`src/sv/mrs_pkg.sv`:
```
// Shared types, codes and the CRC-16/MODBUS step for the Modbus RTU register slave.
// No dependencies; every other file of the block imports this package.
package mrs_pkg;

  // Function codes that the slave serves.
  localparam logic [7:0] FC_READ  = 8'h03;
  localparam logic [7:0] FC_WRITE = 8'h06;

  // Exception codes and the bit that marks an exception function code.
  localparam logic [7:0] EXC_ILLEGAL_FUNCTION = 8'h01;
  localparam logic [7:0] EXC_ILLEGAL_ADDRESS  = 8'h02;
  localparam logic [7:0] EXC_ILLEGAL_VALUE    = 8'h03;
  localparam logic [7:0] EXC_FLAG             = 8'h80;

  // Broadcast address and quantity limits of a read.
  localparam logic [7:0]  ADDR_BROADCAST = 8'hFF;
  localparam logic [15:0] READ_QTY_MIN   = 16'h0001;
  localparam logic [15:0] READ_QTY_MAX   = 16'h007D;

  // CRC-16/MODBUS constants.
  localparam logic [15:0] CRC_INIT = 16'hFFFF;
  localparam logic [15:0] CRC_POLY = 16'hA001;

  // Reply kind carried with each reply byte.
  localparam logic [1:0] KIND_NORMAL    = 2'd0;
  localparam logic [1:0] KIND_ECHO      = 2'd1;
  localparam logic [1:0] KIND_EXCEPTION = 2'd2;

  // Work handed from the front end to the back end.
  // For a local write, addr_field holds the index and data_field the value.
  typedef struct packed {
    logic        is_local;
    logic        bcast;
    logic [7:0]  fcode;
    logic [15:0] addr_field;
    logic [15:0] data_field;
  } cmd_t;

  // Reply being streamed by the back end.
  typedef enum logic [1:0] {
    MODE_READ,
    MODE_ECHO,
    MODE_EXC
  } reply_mode_t;

  typedef enum logic {
    ST_IDLE,
    ST_SEND
  } back_state_t;

  // One byte into a reflected CRC-16 (polynomial 0xA001).
  function automatic logic [15:0] crc_feed(input logic [15:0] crc, input logic [7:0] b);
    logic [15:0] c;
    c = crc ^ {8'h00, b};
    for (int k = 0; k < 8; k++) begin
      if (c[0]) begin
        c = (c >> 1) ^ CRC_POLY;
      end else begin
        c = c >> 1;
      end
    end
    return c;
  endfunction

endpackage

```
`src/sv/mrs_cmd_queue.sv`:
```
// Two-entry request queue between the front end and the back end.
// Depends on mrs_pkg for cmd_t.
module mrs_cmd_queue
  import mrs_pkg::*;
(
  input  logic clk,
  input  logic rst,
  input  logic push,
  input  cmd_t push_cmd,
  output logic full,
  input  logic pop,
  output logic head_valid,
  output cmd_t head_cmd
);

  cmd_t       entries [2];
  logic       wr_ptr;
  logic       rd_ptr;
  logic [1:0] fill;

  assign full       = (fill == 2'd2);
  assign head_valid = (fill != 2'd0);
  assign head_cmd   = entries[rd_ptr];

  // Storage: payload needs no reset.
  always_ff @(posedge clk) begin
    if (push) begin
      entries[wr_ptr] <= push_cmd;
    end
  end

  // Pointers and fill level.
  always_ff @(posedge clk) begin
    if (rst) begin
      wr_ptr <= 1'b0;
      rd_ptr <= 1'b0;
      fill   <= 2'd0;
    end else begin
      if (push) begin
        wr_ptr <= ~wr_ptr;
      end
      if (pop) begin
        rd_ptr <= ~rd_ptr;
      end
      if (push && !pop) begin
        fill <= fill + 2'd1;
      end else if (pop && !push) begin
        fill <= fill - 2'd1;
      end
    end
  end

endmodule

```
`src/sv/mrs_front.sv`:
```
// Front end: takes received bytes and local writes, tracks the frame, checks
// address and CRC, and queues a request per accepted frame or local write.
// Depends on mrs_pkg.
module mrs_front
  import mrs_pkg::*;
(
  input  logic       clk,
  input  logic       rst,
  input  logic       cfg_wen,
  input  logic [7:0] cfg_wdata,
  input  logic       take,
  input  logic       operation,
  input  logic [7:0] rx_byte,
  input  logic       frame_end,
  input  logic [3:0] local_index,
  input  logic [15:0] local_value,
  output logic       push,
  output cmd_t       push_cmd
);

  logic [7:0]  slave_addr;
  logic [7:0]  header [6];
  logic [7:0]  byte_count;
  logic [15:0] crc;
  logic [7:0]  held0;
  logic [7:0]  held1;

  logic [15:0] crc_next;
  logic [7:0]  count_next;
  logic [7:0]  pdu_len;
  logic [7:0]  hdr [6];
  logic        feed;
  logic        frame_ok;
  logic        is_byte;
  logic        at_end;

  assign is_byte = take && !operation;
  assign at_end  = is_byte && frame_end;
  assign feed    = (byte_count >= 8'd2);

  // Frame state after the current byte.
  always_comb begin
    crc_next   = feed ? crc_feed(crc, held0) : crc;
    count_next = (byte_count == 8'hFF) ? byte_count : byte_count + 8'd1;
    pdu_len    = count_next - 8'd2;
    for (int i = 0; i < 6; i++) begin
      if (8'(i) >= pdu_len || count_next < 8'd4) begin
        hdr[i] = 8'h00;
      end else if (feed && byte_count - 8'd2 == 8'(i)) begin
        hdr[i] = held0;
      end else begin
        hdr[i] = header[i];
      end
    end
    frame_ok = (count_next >= 8'd4)
            && (hdr[0] == ADDR_BROADCAST || hdr[0] == slave_addr)
            && (held1 == crc_next[7:0]) && (rx_byte == crc_next[15:8]);
  end

  // Request to the back end.
  always_comb begin
    push_cmd.is_local   = operation;
    push_cmd.bcast      = (hdr[0] == ADDR_BROADCAST);
    push_cmd.fcode      = hdr[1];
    push_cmd.addr_field = operation ? {12'h000, local_index} : {hdr[2], hdr[3]};
    push_cmd.data_field = operation ? local_value : {hdr[4], hdr[5]};
    push = take && (operation || (frame_end && frame_ok));
  end

  // Header capture: no reset, each entry is written before it is used.
  always_ff @(posedge clk) begin
    for (int i = 0; i < 6; i++) begin
      if (is_byte && feed && byte_count - 8'd2 == 8'(i)) begin
        header[i] <= held0;
      end
    end
  end

  // Frame tracking and own address.
  always_ff @(posedge clk) begin
    if (rst) begin
      slave_addr <= 8'd1;
      byte_count <= 8'd0;
      crc        <= CRC_INIT;
      held0      <= 8'd0;
      held1      <= 8'd0;
    end else begin
      if (cfg_wen) begin
        slave_addr <= cfg_wdata;
      end
      if (at_end) begin
        byte_count <= 8'd0;
        crc        <= CRC_INIT;
        held0      <= 8'd0;
        held1      <= 8'd0;
      end else if (is_byte) begin
        byte_count <= count_next;
        crc        <= crc_next;
        held0      <= held1;
        held1      <= rx_byte;
      end
    end
  end

endmodule

```
`src/sv/mrs_back.sv`:
```
// Back end: executes queued requests on the register bank and streams reply bytes
// through an output register. Depends on mrs_pkg.
module mrs_back
  import mrs_pkg::*;
#(
  parameter int REGISTER_COUNT = 16
) (
  input  logic       clk,
  input  logic       rst,
  input  logic       head_valid,
  input  cmd_t       head_cmd,
  output logic       pop,
  output logic       out_valid,
  input  logic       out_ready,
  output logic [7:0] out_byte,
  output logic       out_last,
  output logic [1:0] out_kind
);

  localparam int IW = (REGISTER_COUNT > 1) ? $clog2(REGISTER_COUNT) : 1;
  localparam logic [16:0] RC17 = 17'(REGISTER_COUNT);

  logic [15:0] bank [REGISTER_COUNT];

  back_state_t state, state_next;
  reply_mode_t mode, mode_next;
  logic [7:0]  p, p_next;
  logic [7:0]  len, len_next;
  logic [7:0]  fcode, fcode_next;
  logic [7:0]  code, code_next;
  logic [15:0] f1, f1_next;
  logic [15:0] f2, f2_next;

  logic        in_range;
  logic        do_write;
  logic        load;
  logic [7:0]  byte_val;
  logic        byte_last;
  logic [1:0]  byte_kind;
  logic [7:0]  off;
  logic [4:0]  raddr;
  logic [15:0] rword;

  assign in_range = ({1'b0, head_cmd.addr_field} < RC17);

  // Reply byte at position p.
  always_comb begin
    off       = (p - 8'd2) >> 1;
    raddr     = f1[4:0] + off[4:0];
    rword     = bank[raddr[IW-1:0]];
    byte_last = (p == len - 8'd1);
    byte_val  = 8'h00;
    byte_kind = KIND_NORMAL;
    unique case (mode)
      MODE_READ: begin
        byte_kind = KIND_NORMAL;
        if (p == 8'd0) begin
          byte_val = FC_READ;
        end else if (p == 8'd1) begin
          byte_val = {f2[6:0], 1'b0};
        end else begin
          byte_val = p[0] ? rword[7:0] : rword[15:8];
        end
      end
      MODE_ECHO: begin
        byte_kind = KIND_ECHO;
        unique case (p[2:0])
          3'd0:    byte_val = fcode;
          3'd1:    byte_val = f1[15:8];
          3'd2:    byte_val = f1[7:0];
          3'd3:    byte_val = f2[15:8];
          default: byte_val = f2[7:0];
        endcase
      end
      default: begin
        byte_kind = KIND_EXCEPTION;
        byte_val  = p[0] ? code : fcode;
      end
    endcase
  end

  // Sequencer: classify a request, then stream its reply unless it is local or broadcast.
  always_comb begin
    state_next = state;
    mode_next  = mode;
    p_next     = p;
    len_next   = len;
    fcode_next = fcode;
    code_next  = code;
    f1_next    = f1;
    f2_next    = f2;
    pop        = 1'b0;
    do_write   = 1'b0;
    load       = 1'b0;
    unique case (state)
      ST_IDLE: begin
        if (head_valid) begin
          pop        = 1'b1;
          p_next     = 8'd0;
          f1_next    = head_cmd.addr_field;
          f2_next    = head_cmd.data_field;
          fcode_next = head_cmd.fcode;
          if (head_cmd.is_local) begin
            do_write = in_range;
          end else begin
            priority if (head_cmd.fcode == FC_READ) begin
              if (head_cmd.data_field < READ_QTY_MIN || head_cmd.data_field > READ_QTY_MAX) begin
                mode_next  = MODE_EXC;
                fcode_next = FC_READ | EXC_FLAG;
                code_next  = EXC_ILLEGAL_VALUE;
                len_next   = 8'd2;
              end else if ({1'b0, head_cmd.addr_field} + {1'b0, head_cmd.data_field} > RC17) begin
                mode_next  = MODE_EXC;
                fcode_next = FC_READ | EXC_FLAG;
                code_next  = EXC_ILLEGAL_ADDRESS;
                len_next   = 8'd2;
              end else begin
                mode_next = MODE_READ;
                len_next  = {head_cmd.data_field[6:0], 1'b0} + 8'd2;
              end
            end else if (head_cmd.fcode == FC_WRITE) begin
              if (in_range) begin
                do_write  = 1'b1;
                mode_next = MODE_ECHO;
                len_next  = 8'd5;
              end else begin
                mode_next  = MODE_EXC;
                fcode_next = FC_WRITE | EXC_FLAG;
                code_next  = EXC_ILLEGAL_ADDRESS;
                len_next   = 8'd2;
              end
            end else begin
              mode_next  = MODE_EXC;
              fcode_next = head_cmd.fcode + EXC_FLAG;
              code_next  = EXC_ILLEGAL_FUNCTION;
              len_next   = 8'd2;
            end
            if (!head_cmd.bcast) begin
              state_next = ST_SEND;
            end
          end
        end
      end
      default: begin
        if (!out_valid || out_ready) begin
          load   = 1'b1;
          p_next = p + 8'd1;
          if (byte_last) begin
            state_next = ST_IDLE;
          end
        end
      end
    endcase
  end

  // Register bank: written by local writes and function 6.
  always_ff @(posedge clk) begin
    if (rst) begin
      for (int i = 0; i < REGISTER_COUNT; i++) begin
        bank[i] <= 16'h0000;
      end
    end else if (do_write) begin
      bank[head_cmd.addr_field[IW-1:0]] <= head_cmd.data_field;
    end
  end

  // Sequencer registers; payload fields need no reset.
  always_ff @(posedge clk) begin
    if (rst) begin
      state <= ST_IDLE;
    end else begin
      state <= state_next;
    end
    mode  <= mode_next;
    p     <= p_next;
    len   <= len_next;
    fcode <= fcode_next;
    code  <= code_next;
    f1    <= f1_next;
    f2    <= f2_next;
  end

  // Output register.
  always_ff @(posedge clk) begin
    if (rst) begin
      out_valid <= 1'b0;
    end else if (load) begin
      out_valid <= 1'b1;
    end else if (out_ready) begin
      out_valid <= 1'b0;
    end
    if (load) begin
      out_byte <= byte_val;
      out_last <= byte_last;
      out_kind <= byte_kind;
    end
  end

endmodule

```
`src/sv/modbus_rtu_register_slave_unit.sv`:
```
// Modbus RTU register slave: top level joining front end, request queue and back end.
// Depends on mrs_pkg, mrs_front, mrs_cmd_queue and mrs_back.
//
// Usage: the slave channel carries received frame bytes (tuser = 0, tlast on the
// final byte, CRC included) or local register writes from the application
// (tuser = 1). The master channel carries reply PDU bytes, function code first,
// with tlast on the final byte and the reply kind in tuser.
// The front end takes one byte or local write per cycle while the two-entry request queue has
// room; address and CRC are checked as the last byte arrives, so a frame's reply
// request is queued in the cycle after its final byte.
// The back end takes each queued request in its idle state, then sends one reply
// byte per cycle through its output register while the receiver takes them; it
// starts the next request only after the final byte of a reply is loaded.
// A stalled receiver holds the output register; the queue then fills and tready
// drops until the back end moves on, with nothing lost.
// Reset clears the register bank, the frame tracking and the queue, and sets
// the own address to 1. The own address is written through cfg_wen / cfg_wdata.
module modbus_rtu_register_slave_unit
  import mrs_pkg::*;
#(
  parameter int REGISTER_COUNT = 16
) (
  input  logic        clk,
  input  logic        rst,
  input  logic        cfg_wen,
  input  logic [7:0]  cfg_wdata,
  input  logic        s_axis_tvalid,
  output logic        s_axis_tready,
  // [7:0] rx_byte, [11:8] local_index, [27:12] local_value, [31:28] zero
  input  logic [31:0] s_axis_tdata,
  input  logic        s_axis_tlast,
  // [0] operation
  input  logic        s_axis_tuser,
  output logic        m_axis_tvalid,
  input  logic        m_axis_tready,
  // [7:0] tx_byte
  output logic [7:0]  m_axis_tdata,
  output logic        m_axis_tlast,
  // [1:0] reply_kind
  output logic [1:0]  m_axis_tuser
);

  logic q_full;
  logic q_push;
  cmd_t q_push_cmd;
  logic q_pop;
  logic q_head_valid;
  cmd_t q_head_cmd;

  assign s_axis_tready = !q_full;

  // Request intake and frame checking.
  mrs_front u_front (
    .clk         (clk),
    .rst         (rst),
    .cfg_wen     (cfg_wen),
    .cfg_wdata   (cfg_wdata),
    .take        (s_axis_tvalid && s_axis_tready),
    .operation   (s_axis_tuser),
    .rx_byte     (s_axis_tdata[7:0]),
    .frame_end   (s_axis_tlast),
    .local_index (s_axis_tdata[11:8]),
    .local_value (s_axis_tdata[27:12]),
    .push        (q_push),
    .push_cmd    (q_push_cmd)
  );

  // Queue between the two halves.
  mrs_cmd_queue u_queue (
    .clk        (clk),
    .rst        (rst),
    .push       (q_push),
    .push_cmd   (q_push_cmd),
    .full       (q_full),
    .pop        (q_pop),
    .head_valid (q_head_valid),
    .head_cmd   (q_head_cmd)
  );

  // Execution and reply streaming.
  mrs_back #(
    .REGISTER_COUNT (REGISTER_COUNT)
  ) u_back (
    .clk        (clk),
    .rst        (rst),
    .head_valid (q_head_valid),
    .head_cmd   (q_head_cmd),
    .pop        (q_pop),
    .out_valid  (m_axis_tvalid),
    .out_ready  (m_axis_tready),
    .out_byte   (m_axis_tdata),
    .out_last   (m_axis_tlast),
    .out_kind   (m_axis_tuser)
  );

endmodule
```
`config.mk`:
```
export PLATFORM = sky130hd
export DESIGN_NAME = modbus_rtu_register_slave_unit
export DESIGN_NICKNAME = d
export VERILOG_FILES = /design/src/sv/mrs_pkg.sv /design/src/sv/mrs_cmd_queue.sv /design/src/sv/mrs_front.sv /design/src/sv/mrs_back.sv /design/src/sv/modbus_rtu_register_slave_unit.sv
export SDC_FILE = /design/constraint.sdc
export NUM_CORES = 1
export LEC_CHECK = 0
export BUFFER_PORTS_ARGS = -buffer_cell sky130_fd_sc_hd__buf_4
export CAP_MARGIN = 20
export CORE_ASPECT_RATIO = 1.75
export CORE_UTILIZATION = 40
export DETAILED_ROUTE_END_ITERATION = 8
export SLEW_MARGIN = 20
export SYNTH_ARGS = -nofsm -noshare
export SYNTH_HDL_FRONTEND = slang
export SYNTH_SLANG_ARGS = --single-unit
export TNS_END_PERCENT = 50
```
`constraint.sdc`:
```
create_clock -name clk -period 6.5 [get_ports clk]
set_input_delay 0.975 -clock clk [delete_from_list [all_inputs] [get_ports clk]]
set_output_delay 0.975 -clock clk [all_outputs]
set_load 0.02 [all_outputs]
```
==> results of run 1 <==
-- cell usage after synthesis, types with 5 or more instances --
| cell type | instances | area, um^2 |
|---|---|---|
| sky130_fd_sc_hd__buf_1 | 7 | 26.3 |
| sky130_fd_sc_hd__and3_1 | 9 | 56.3 |
| sky130_fd_sc_hd__mux4_2 | 72 | 1620 |
| sky130_fd_sc_hd__and2_1 | 11 | 68.8 |
| sky130_fd_sc_hd__a22oi_1 | 8 | 60.1 |
| sky130_fd_sc_hd__or3_1 | 15 | 93.8 |
| sky130_fd_sc_hd__a222oi_1 | 8 | 80.1 |
| sky130_fd_sc_hd__nor2b_1 | 15 | 93.8 |
| sky130_fd_sc_hd__o2111ai_1 | 6 | 52.6 |
| sky130_fd_sc_hd__o211ai_1 | 14 | 105 |
| sky130_fd_sc_hd__nor4_1 | 18 | 113 |
| sky130_fd_sc_hd__dfxtp_1 | 55 | 1100 |
| sky130_fd_sc_hd__clkbuf_1 | 87 | 327 |
| sky130_fd_sc_hd__mux2_2 | 22 | 248 |
| sky130_fd_sc_hd__or4_1 | 7 | 52.6 |
| sky130_fd_sc_hd__nand2_1 | 154 | 578 |
| sky130_fd_sc_hd__nand3_1 | 28 | 140 |
| sky130_fd_sc_hd__ha_1 | 43 | 538 |
| sky130_fd_sc_hd__o21ai_0 | 54 | 270 |
| sky130_fd_sc_hd__xor2_1 | 26 | 228 |
| sky130_fd_sc_hd__xnor2_1 | 49 | 429 |
| sky130_fd_sc_hd__o311ai_0 | 6 | 52.6 |
| sky130_fd_sc_hd__edfxtp_1 | 458 | 13800 |
| sky130_fd_sc_hd__mux2i_1 | 91 | 911 |
| sky130_fd_sc_hd__inv_1 | 50 | 188 |
| sky130_fd_sc_hd__nand3b_1 | 5 | 37.5 |
| sky130_fd_sc_hd__nor3_1 | 17 | 85.1 |
| sky130_fd_sc_hd__buf_2 | 14 | 70.1 |
| sky130_fd_sc_hd__nand4_1 | 15 | 93.8 |
| sky130_fd_sc_hd__a21oi_1 | 88 | 440 |
| sky130_fd_sc_hd__nor2_1 | 363 | 1360 |
| sky130_fd_sc_hd__nand2b_1 | 35 | 219 |
| sky130_fd_sc_hd__buf_6 | 8 | 90.1 |
-- critical path: stages (launching register included) --
cell                       delay (ns)
sky130_fd_sc_hd__dfxtp_1         0.60
sky130_fd_sc_hd__inv_1           0.15
sky130_fd_sc_hd__ha_1            0.28
sky130_fd_sc_hd__nor2_1          0.17
sky130_fd_sc_hd__nand3_2         0.32
sky130_fd_sc_hd__a32oi_1         0.39
sky130_fd_sc_hd__nand4_1         0.12
sky130_fd_sc_hd__or4_1           0.51
sky130_fd_sc_hd__a2111o_1        0.36
sky130_fd_sc_hd__nor4_1          0.65
sky130_fd_sc_hd__o21ai_0         0.37
sky130_fd_sc_hd__a31oi_4         0.31
sky130_fd_sc_hd__and2_2          0.18
sky130_fd_sc_hd__buf_4           0.44
-- cell families after synthesis --
kind of cell,after synthesis
flops,513
simple gates,715
fa+ha+maj,45
xor+xnor,77
compound gates,235
buf+inv,172
mux,186
-- report_power, final --
part           internal [mW]  leakage [nW]  switching [mW]  total, mW
combinational           2.29          4.08            3.13       5.42
clock                   1.67         0.768            1.23       2.90
sequential              3.92          5.01           0.251       4.18
total                   7.88          9.87            4.61       12.5
-- worst max-delay path by stage --
stage | start | to
2_1_floorplan | u_front.byte_count[1]$_SDFFE_PP0P_ | u_queue.entries[0][0]$_DFFE_PP_
3_3_place_gp | u_front.byte_count[0]$_SDFFE_PP0P_ | u_queue.entries[0][15]$_DFFE_PP_
3_5_place_dp | u_front.byte_count[0]$_SDFFE_PP0P_ | u_queue.entries[1][13]$_DFFE_PP_
4_1_cts | u_front.byte_count[0]$_SDFFE_PP0P_ | u_queue.entries[1][14]$_DFFE_PP_
5_1_grt | u_front.byte_count[0]$_SDFFE_PP0P_ | u_queue.entries[0][9]$_DFFE_PP_
6_report | u_front.byte_count[0]$_SDFFE_PP0P_ | u_queue.entries[1][10]$_DFFE_PP_
-- metal layers --
| layer | GRT usage | vias up | share of wire |
|---|---|---|---|
| met2 | 0.380 | 449 | 0.55 |
| met3 | 0.0210 | 141 | 0.040 |
| met1 | 0.213 | 7567 | 0.36 |
| li1 | - | 7142 | - |
| met4 | 0.110 | 0 | 0.058 |
| met5 | 0 | - | 0 |
-- metrics by stage --
step           hold WS (ns)  worst slack (ns)  utilization
2_1_floorplan         0.457             0.706            -
3_3_place_gp          0.468              1.22        0.426
3_5_place_dp          0.481              1.17        0.426
4_1_cts               0.490              1.14        0.453
5_1_grt               0.518             0.872        0.453
6_report              0.489              1.24        0.453
-- flip-flops by register name, summed over array words and instances, names as in the netlist, named ones only --
signal,cells
u_back.bank,256
u_back.code,2
u_back.f1,16
u_back.f2,16
u_back.fcode,8
u_back.len,7
u_back.mode,2
u_back.out_byte,8
u_back.out_kind,2
u_back.out_last,1
u_back.out_valid,1
u_back.p,8
u_back.state,1
u_front.byte_count,8
u_front.crc,16
u_front.header,48
u_front.held0,8
u_front.held1,8
u_front.slave_addr,8
u_queue.entries,84
u_queue.fill,2
u_queue.rd_ptr,1
u_queue.wr_ptr,1
-- layout make-up --
type / count / area (um^2)
Inverter: 53 / 199
Tap cell: 786 / 983
Timing Repair Buffer: 93 / 698
Clock inverter: 30 / 343
Multi-Input combinational cell: 1258 / 8900
Clock buffer: 57 / 1260
Sequential cell: 513 / 14900
Fill cell: 5534 / 32900
==> results.sh, run 1 <==
export IMPL_cts_resized=0
export IMPL_layout_cells_most_common="sky130_fd_sc_hd__edfxtp_1"
export IMPL_synth_simple_gate_area_frac=0.132
export IMPL_clk_latency_ns=0.59
export IMPL_fp_dieH_um=329
export IMPL_clkSlewWorstSetupHoldPaths_ns=0.06
export IMPL_routed_wire_length_per_instance_um=22.1
export IMPL_tritoncts="built"
export IMPL_mappedNetlistArea_um2=24400
export IMPL_area_delta_synth_final_pct=11.7
export IMPL_ios=60
export IMPL_number_of_diodes=0
export IMPL_drt_initial_drc_count=1219
export IMPL_grt_pass1_vias=15500
export IMPL_synth_mux_area_fraction=0.115
export IMPL_layout_min_cycle_time_ns=5.26
export IMPL_fraction_of_layout_instances_using_a_drive_strength_above_1=0.153
export IMPL_place_detailed_instances=2703
export IMPL_synth_cell_types=80
export IMPL_rr_startpoint="u_front.byte_count[0]$_SDFFE_PP0P_"
export IMPL_power_density_nw_per_um2=459
export IMPL_routed_wirelength_um=61700
export IMPL_grt_pass1_wl_um=92600
export IMPL_gpl_final_weighted_congestion=0.892
export IMPL_critical_path_reg2reg_endpoint="u_queue.entries[1][10]$_DFFE_PP_"
export IMPL_placement_io_buffers=55
export IMPL_r2r_cells=13
export IMPL_setup_reg_to_reg_worst_slack_ns=1.24
export IMPL_cts_max_path_buffers=3
export IMPL_core_area_um2=60200
export IMPL_post_cts_repair_setup_buffers=0
export IMPL_sequential_share_of_the_synthesized_area=0.609
export IMPL_endpoint_type_of_the_worst_setup_path="register"
export IMPL_post_drt_via_cell_ratio=5.48
export IMPL_hp_start="u_front.held1[7]$_SDFFE_PP0P_"
export IMPL_min_period_over_period=0.810
export IMPL_max_cap_violations=0
export IMPL_synth_nets=2035
export IMPL_grt_util_all_layers=0.200
export IMPL_post_synth_fa_ha_maj_area_fraction=0.0237
export IMPL_placement_cell_area_um2=25600
export IMPL_combinational_family_with_the_most_area_after_synthesis="simple AND/OR/NAND/NOR gates"
export IMPL_initial_core_util=0.405
export IMPL_timing_final_hold_violations=0
export IMPL_leakage_nw=9.87
export IMPL_synth_xor_area_share=0.0285
export IMPL_hold_path_class="register to register"
export IMPL_final_cell_count_no_fill=2790
export IMPL_synth_main_ff_cell="sky130_fd_sc_hd__edfxtp_1"
export IMPL_cts_hold_buffers_added=0
export IMPL_cts_buffers_inserted=47
export IMPL_whs_endpoint="u_front.held0[7]$_SDFFE_PP0P_"
export IMPL_detail_route_antenna_nets=0
export IMPL_drcViolationCount=0
export IMPL_fmax_mhz=190
export IMPL_synth_async_reset_ratio=0
export IMPL_clockRootBuffer="sky130_fd_sc_hd__clkbuf_16"
export IMPL_path_class="register to register"
export IMPL_ir_drop_mv=0.585
export IMPL_h_tree_depth=2
export IMPL_post_dp_hpwl_um=43600
export IMPL_setup_skew_after_layout_ns=0.0197
export IMPL_cts_sinks=513
export IMPL_final_area_um2=27200
export IMPL_postSynthRegisterBits=513
export IMPL_fin_setup_tns_ns=0
export IMPL_timing_critical_path_fanout_max=42
export IMPL_final_max_slew_violation_count=0
export IMPL_max_slew_worst_pin_slew_ns=1.04
export IMPL_final_setup_viol_count=0
export IMPL_synth_cells=1943
export IMPL_ys_warn_count=0
export IMPL_setup_worst_path_start_class="register"
export IMPL_min_path_cells=2
export IMPL_initial_antenna_violation_count=0
export IMPL_avgSynthCellArea_um2=12.6
export IMPL_overall_via_count_from_detail_route=15300
export IMPL_rows=119
export IMPL_die_w_um=189
export IMPL_totalPowerFinal_mw=12.5
export IMPL_worst_ep_arrival_time_ns=5.47
export IMPL_synth_enable_flop_cells=458
export IMPL_finish_net_count=2058
export IMPL_final_cell_mix="sky130_fd_sc_hd__edfxtp_1 (458), sky130_fd_sc_hd__nor2_1 (363), sky130_fd_sc_hd__nand2_1 (154)"
export IMPL_synth_compound_area_frac=0.0620
export IMPL_grt_start_max_net_pins=43
export IMPL_status="finished clean"
export IMPL_dieArea_um2=62000
export IMPL_grt_overflow_total=0
export IMPL_timing_max_slew_rel_slack=0.304
export IMPL_worst_ep_required_time_ns=6.71
export IMPL_rsz_0062_raised_after_global_routing="no"
export IMPL_drt_pass1_iter_count=6
No activity file was read; power rests on OpenSTA's default activity.
==> run 2, diff against run 1 <==
- clock period: 6.5 -> 5.1 ns (I/O delays scaled with it)
==> results.sh, run 2 (synthesis results as in run 1) <==
export IMPL_grt_start_max_net_pins=43
export IMPL_cts_max_path_buffers=3
export IMPL_reg_largest_list="u_back.bank (256), u_queue.entries (84), u_front.header (48)"
export IMPL_final_cell_mix="sky130_fd_sc_hd__edfxtp_1 (458), sky130_fd_sc_hd__nor2_1 (363), sky130_fd_sc_hd__nand2_1 (154)"
export IMPL_final_max_slew_violation_count=0
export IMPL_drcViolationCount=0
export IMPL_die_w_um=189
export IMPL_drt_pass1_iter_count=7
export IMPL_area_delta_synth_final_pct=12.9
export IMPL_placement_io_buffers=55
export IMPL_clk_latency_ns=0.60
export IMPL_cts_resized=0
export IMPL_totalPowerFinal_mw=15.8
export IMPL_layout_min_cycle_time_ns=4.50
export IMPL_hold_path_class="input port to register"
export IMPL_tritoncts="built"
export IMPL_worst_ep_arrival_time_ns=5.03
export IMPL_worst_ep_required_time_ns=5.62
export IMPL_status="finished clean"
export IMPL_path_class="register to register"
export IMPL_timing_critical_path_fanout_max=9
export IMPL_overall_via_count_from_detail_route=15400
export IMPL_timing_max_slew_rel_slack=0.294
export IMPL_fp_dieH_um=329
export IMPL_rsz_0062_raised_after_global_routing="no"
export IMPL_fin_setup_tns_ns=0
export IMPL_cts_buffers_inserted=46
export IMPL_fmax_mhz=222
export IMPL_dieArea_um2=62000
export IMPL_clkSlewWorstSetupHoldPaths_ns=0.07
export IMPL_leakage_nw=10.0
export IMPL_cts_sinks=513
export IMPL_ios=60
export IMPL_register_name_with_the_most_flops="u_back.bank"
export IMPL_final_setup_viol_count=0
export IMPL_core_area_um2=60200
export IMPL_area_used_by_multi_input_combinational_logic_um2=8900
export IMPL_endpoint_type_of_the_worst_setup_path="register"
export IMPL_fraction_of_layout_instances_using_a_drive_strength_above_1=0.170
export IMPL_grt_overflow_total=0
export IMPL_initial_core_util=0.405
export IMPL_setup_worst_path_start_class="register"
export IMPL_grt_pass1_vias=15800
export IMPL_ir_drop_mv=0.628
export IMPL_initial_antenna_violation_count=0
export IMPL_h_tree_depth=2
export IMPL_gpl_final_weighted_congestion=0.893
export IMPL_fillcell_total=5551
export IMPL_post_cts_repair_setup_buffers=0
export IMPL_routed_wirelength_um=62900
export IMPL_grt_pass1_wl_um=94800
export IMPL_rows=119
export IMPL_largest_register_ffs=256
export IMPL_power_density_nw_per_um2=575
export IMPL_timing_final_hold_violations=0
export IMPL_detail_route_antenna_nets=0
export IMPL_routed_wire_length_per_instance_um=22.2
export IMPL_number_of_diodes=0
export IMPL_max_cap_violations=0
export IMPL_grt_util_all_layers=0.205
export IMPL_post_drt_via_cell_ratio=5.44
export IMPL_ff_latch_area_um2=14900
export IMPL_setup_skew_after_layout_ns=0.0213
export IMPL_min_period_over_period=0.883
export IMPL_post_dp_hpwl_um=45300
export IMPL_drt_initial_drc_count=1136
export IMPL_layout_cells_most_common="sky130_fd_sc_hd__edfxtp_1"
export IMPL_max_slew_worst_pin_slew_ns=1.06
export IMPL_finish_net_count=2103
export IMPL_cts_hold_buffers_added=0
export IMPL_clockRootBuffer="sky130_fd_sc_hd__clkbuf_16"
==> run 2: cell count changes in the layout (fill, tap and decap cells not counted), sizes merged <==
cell and delta:
inv +3, bufinv -3, clkinvlp -3, clkinv -4, clkbuf +4, buf +46
==> run 2: final cells by class <==
type / count / area share
flip-flops and latches: 513 / 0.540
repair buffers: 139 / 0.0402
well taps: 786 / 0.0357
multi-input cells: 1258 / 0.323
clock inverters: 23 / 0.00959
clock buffers: 61 / 0.0442
inverters: 53 / 0.00723
==> run 2: worst max-delay path, stage by stage, from the launching register on <==
cell and delay [ns]:
sky130_fd_sc_hd__dfxtp_1 0.60, sky130_fd_sc_hd__ha_1 0.27, sky130_fd_sc_hd__and4_4 0.28, sky130_fd_sc_hd__nand3_2 0.07
sky130_fd_sc_hd__and2_1 0.24, sky130_fd_sc_hd__ha_1 0.28, sky130_fd_sc_hd__o21a_1 0.20, sky130_fd_sc_hd__a211o_1 0.29
sky130_fd_sc_hd__a221o_1 0.37, sky130_fd_sc_hd__a311oi_4 0.32, sky130_fd_sc_hd__o2111ai_1 0.14, sky130_fd_sc_hd__o31ai_1 0.12
sky130_fd_sc_hd__o311ai_2 0.18, sky130_fd_sc_hd__a31oi_4 0.27, sky130_fd_sc_hd__ha_1 0.29, sky130_fd_sc_hd__or3_1 0.36
sky130_fd_sc_hd__a21oi_1 0.15
==> run 2: path summary, 6_finish.rpt <==
path,start,to,slack (ns),depth (start not counted)
max,u_front.byte_count[1]$_SDFFE_PP0P_,u_queue.fill[1]$_SDFFE_PP0P_,0.60,16
min reg2reg,u_front.held1[5]$_SDFFE_PP0P_,u_front.held0[5]$_SDFFE_PP0P_,0.48,2
min,cfg_wdata[0],u_front.slave_addr[0]$_SDFFE_PP1P_,0.38,2
max reg2reg,u_front.byte_count[1]$_SDFFE_PP0P_,u_queue.fill[1]$_SDFFE_PP0P_,0.60,16
==> run 2: stage by stage <==
step / setup slack (ns) / hold slack [ns] / instance area [um^2] / utilization / std cells
after detailed placement: 0.635 / 0.478 / 26000 / 0.433 / 2749
after global placement: 0.700 / 0.469 / 26000 / 0.433 / 2749
after CTS: 0.596 / 0.355 / 27500 / 0.458 / 2833
after floorplan: 0.0940 / 0.457 / 24400 / - / 1943
final: 0.595 / 0.381 / 27500 / 0.458 / 2833
after global routing: 0.397 / 0.365 / 27500 / 0.458 / 2833
==> run 2: report_power, final <==
group | internal [mW] | leakage (nW) | total [mW] | switching, mW
logic | 3.06 | 4.32 | 7.07 | 4.00
clock network | 1.91 | 0.718 | 3.49 | 1.58
registers | 5.00 | 5.01 | 5.27 | 0.269
==> run 2: layer usage <==
layer,global-route usage,routed length (um)
met5,0,0
met4,0.111,3470
met3,0.0223,2350
met2,0.399,34900
met1,0.212,22200
==> run 3, diff against run 2 <==
- ABC_AREA: unset -> 1
==> results.sh, run 3 <==
export IMPL_avgSynthCellArea_um2=10.1
export IMPL_path_class="register to register"
export IMPL_critical_path_reg2reg_endpoint="u_back.len[1]$_DFFE_PP_"
export IMPL_synth_cells=2498
export IMPL_overall_via_count_from_detail_route=18400
export IMPL_final_cell_count_no_fill=3375
export IMPL_placement_io_buffers=55
export IMPL_sequential_share_of_the_synthesized_area=0.587
export IMPL_yosys_top_cells_count="sky130_fd_sc_hd__nand2_1 (469), sky130_fd_sc_hd__edfxtp_1 (458), sky130_fd_sc_hd__nor2_1 (325)"
export IMPL_grt_util_all_layers=0.220
export IMPL_ys_warn_count=0
export IMPL_max_slew_worst_pin_slew_ns=1.09
export IMPL_clk_latency_ns=0.61
export IMPL_leakage_nw=10.8
export IMPL_register_name_with_the_most_flops="u_back.bank"
export IMPL_cts_buffers_inserted=47
export IMPL_setup_worst_path_start_class="register"
export IMPL_hold_path_class="input port to register"
export IMPL_combinational_family_with_the_most_area_after_synthesis="simple AND/OR/NAND/NOR gates"
export IMPL_post_drt_via_cell_ratio=5.46
export IMPL_final_area_um2=28300
export IMPL_cts_hold_buffers_added=0
export IMPL_placement_cell_area_um2=26700
export IMPL_synth_enable_flop_cells=458
export IMPL_synth_most_common_cell="sky130_fd_sc_hd__nand2_1"
export IMPL_synth_area_leader_cell="sky130_fd_sc_hd__edfxtp_1"
export IMPL_endpoint_type_of_the_worst_setup_path="register"
export IMPL_worst_ep_required_time_ns=5.45
export IMPL_timing_endpoint_of_the_critical_path="u_back.len[1]$_DFFE_PP_"
export IMPL_timing_final_hold_violations=0
export IMPL_worst_path_stages=20
export IMPL_area_delta_synth_final_pct=11.7
export IMPL_cts_sinks=513
export IMPL_synth_main_ff_cell="sky130_fd_sc_hd__edfxtp_1"
export IMPL_postSynthRegisterBits=513
export IMPL_fraction_of_layout_instances_using_a_drive_strength_above_1=0.139
export IMPL_cts_resized=0
export IMPL_power_density_nw_per_um2=710
export IMPL_timing_max_slew_rel_slack=0.273
export IMPL_synth_mux_area_fraction=0.00554
export IMPL_h_tree_depth=2
export IMPL_mappedNetlistArea_um2=25300
export IMPL_layout_cells_most_common="sky130_fd_sc_hd__nand2_1"
export IMPL_post_synth_fa_ha_maj_area_fraction=0.0228
export IMPL_synth_async_reset_ratio=0
export IMPL_ios=60
export IMPL_drcViolationCount=0
export IMPL_r2r_cells=20
export IMPL_routed_wire_length_per_instance_um=20.9
export IMPL_initial_antenna_violation_count=0
export IMPL_initial_core_util=0.406
export IMPL_cts_max_path_buffers=3
export IMPL_drt_initial_drc_count=1246
export IMPL_fillcell_total=5911
export IMPL_reg_largest_list="u_back.bank (256), u_queue.entries (84), u_front.header (48)"
export IMPL_grt_pass1_wl_um=106000
export IMPL_ir_drop_mv=0.714
export IMPL_max_cap_violations=0
export IMPL_place_detailed_instances=3288
export IMPL_drt_pass1_iter_count=6
export IMPL_grt_overflow_total=0
export IMPL_core_area_um2=62400
export IMPL_die_w_um=192
export IMPL_layout_min_cycle_time_ns=4.52
export IMPL_detail_route_antenna_nets=0
export IMPL_finish_net_count=2630
export IMPL_timing_critical_path_fanout_max=28
export IMPL_fp_dieH_um=335
export IMPL_totalPowerFinal_mw=20.1
export IMPL_routed_wirelength_um=70600
export IMPL_synth_xor_area_share=0.0204
export IMPL_rows=121
export IMPL_netlist_area_leader_share=0.543
export IMPL_rsz_0062_raised_after_global_routing="no"
export IMPL_setup_skew_after_layout_ns=0.0300
export IMPL_path_buf_inv=3
export IMPL_tritoncts="built"
export IMPL_status="finished clean"
export IMPL_fin_worst_hold_slack_ns=0.380
export IMPL_critical_path_cell_chain="inv_4, or2_2, o21ai_1, inv_2, ha_1, a21oi_1, o21ai_1, nand2_1, nand2_1, a21oi_1, o21ai_1, a21oi_1, xor2_1, nand4_1, nor2_1, nand2_1, nand2_1, nand3_2, o21ai_1, inv_1"
export IMPL_synth_compound_area_frac=0.118
export IMPL_min_path_cells=2
export IMPL_post_cts_repair_setup_buffers=0
export IMPL_critical_path_top_delay_family="compound AO/OA/AOI/OAI gates"
export IMPL_worst_ep_arrival_time_ns=4.87
export IMPL_number_of_diodes=0
export IMPL_grt_pass1_vias=18300
export IMPL_setup_reg_to_reg_worst_slack_ns=0.58
export IMPL_final_setup_viol_count=0
export IMPL_grt_start_max_net_pins=129
export IMPL_cp_slowest_cell="sky130_fd_sc_hd__dfxtp_2"
export IMPL_synth_nets=2590
export IMPL_min_period_over_period=0.886
export IMPL_slowest_delay_ns=0.74
export IMPL_clockRootBuffer="sky130_fd_sc_hd__clkbuf_16"
export IMPL_fmax_mhz=221
export IMPL_post_dp_hpwl_um=50200
export IMPL_largest_register_ffs=256
export IMPL_synth_simple_gate_area_frac=0.193
export IMPL_synth_cell_types=62
export IMPL_fin_setup_tns_ns=0
export IMPL_clkSlewWorstSetupHoldPaths_ns=0.07
export IMPL_netlist_top_cells_area="sky130_fd_sc_hd__edfxtp_1 (54%), sky130_fd_sc_hd__nand2_1 (7.0%), sky130_fd_sc_hd__nor2_1 (4.8%)"
export IMPL_final_cell_mix="sky130_fd_sc_hd__nand2_1 (469), sky130_fd_sc_hd__edfxtp_1 (458), sky130_fd_sc_hd__nor2_1 (323)"
export IMPL_dieArea_um2=64300
export IMPL_gpl_final_weighted_congestion=0.937
export IMPL_final_max_slew_violation_count=0
[run 3: cell types whose count changed in the layout (fill, tap and decap cells not counted), moves of 23 or more]
cell / change
sky130_fd_sc_hd__inv_1: +105
sky130_fd_sc_hd__nor2_2: +43
sky130_fd_sc_hd__nand3_1: +48
sky130_fd_sc_hd__or2_2: +26
sky130_fd_sc_hd__nand2_1: +315
sky130_fd_sc_hd__nand2b_1: -35
sky130_fd_sc_hd__a32o_1: +28
sky130_fd_sc_hd__mux2i_1: -62
sky130_fd_sc_hd__xnor2_1: -23
sky130_fd_sc_hd__o21ai_0: +77
sky130_fd_sc_hd__a21oi_1: +96
sky130_fd_sc_hd__mux4_2: -72
sky130_fd_sc_hd__nor2_1: -40
[run 3: worst reg2reg max path, delay by kind of cell, from the launching register on]
family / cells / cell delay [ns]
AOI/OAI and AO/OA: 7 / 1.31
adders and majority gates: 1 / 0.38
buffers and inverters: 3 / 0.47
DFF: 1 / 0.74
xor gates and xnor gates: 1 / 0.21
and+or+nand+nor: 8 / 1.19
[run 3: logic make-up (layout without fill, tap and decap cells)]
group	Yosys count	count (layout)
buf+inv	308	386
compound gates	496	496
mux	14	14
flops	513	513
fa+ha+maj	45	45
xor+xnor	59	59
simple gates	1063	1063
[run 3: cell type report]
| class | instances | area, um^2 | share of cell area |
|---|---|---|---|
| Clock buffer | 56 | 1210 | 0.0428 |
| Multi-Input combinational cell | 1677 | 9200 | 0.325 |
| Clock inverter | 31 | 382 | 0.0135 |
| Sequential cell | 513 | 14900 | 0.525 |
| Timing Repair Buffer | 127 | 991 | 0.0350 |
| Tap cell | 799 | 1000 | 0.0353 |
| Inverter | 172 | 652 | 0.0230 |
[run 3: layer usage]
metal	up-vias	global-route usage	routed length (um)
met2	550	0.418	38700
met4	0	0.132	4440
li1	8772	-	-
met1	8926	0.225	24800
met3	194	0.0247	2730
met5	-	0	0
[run 3: per-stage QoR]
stage / utilization / worst slack [ns]
2_1_floorplan: - / 0.0977
3_3_place_gp: 0.428 / 0.647
3_5_place_dp: 0.428 / 0.560
4_1_cts: 0.453 / 0.560
5_1_grt: 0.454 / 0.121
6_report: 0.454 / 0.579
[run 3: power breakdown]
part | internal, mW | total (mW) | switching, mW | leakage (nW)
combinational | 3.29 | 10.9 | 7.66 | 5.01
clock | 2.07 | 3.69 | 1.61 | 0.758
sequential | 5.15 | 5.45 | 0.301 | 5.02
[run 3: how the worst min path moves through the flow]
stage	start	endpoint	slack (ns)
6_report	rst	u_back.out_valid$_SDFFE_PP0P_	0.38
5_1_grt	rst	u_back.out_valid$_SDFFE_PP0P_	0.39
4_1_cts	rst	u_back.out_valid$_SDFFE_PP0P_	0.36
3_5_place_dp	u_queue.rd_ptr$_SDFFE_PP0P_	register	0.44
3_3_place_gp	u_queue.rd_ptr$_SDFFE_PP0P_	register	0.43
2_1_floorplan	u_queue.rd_ptr$_SDFFE_PP0P_	register	0.43
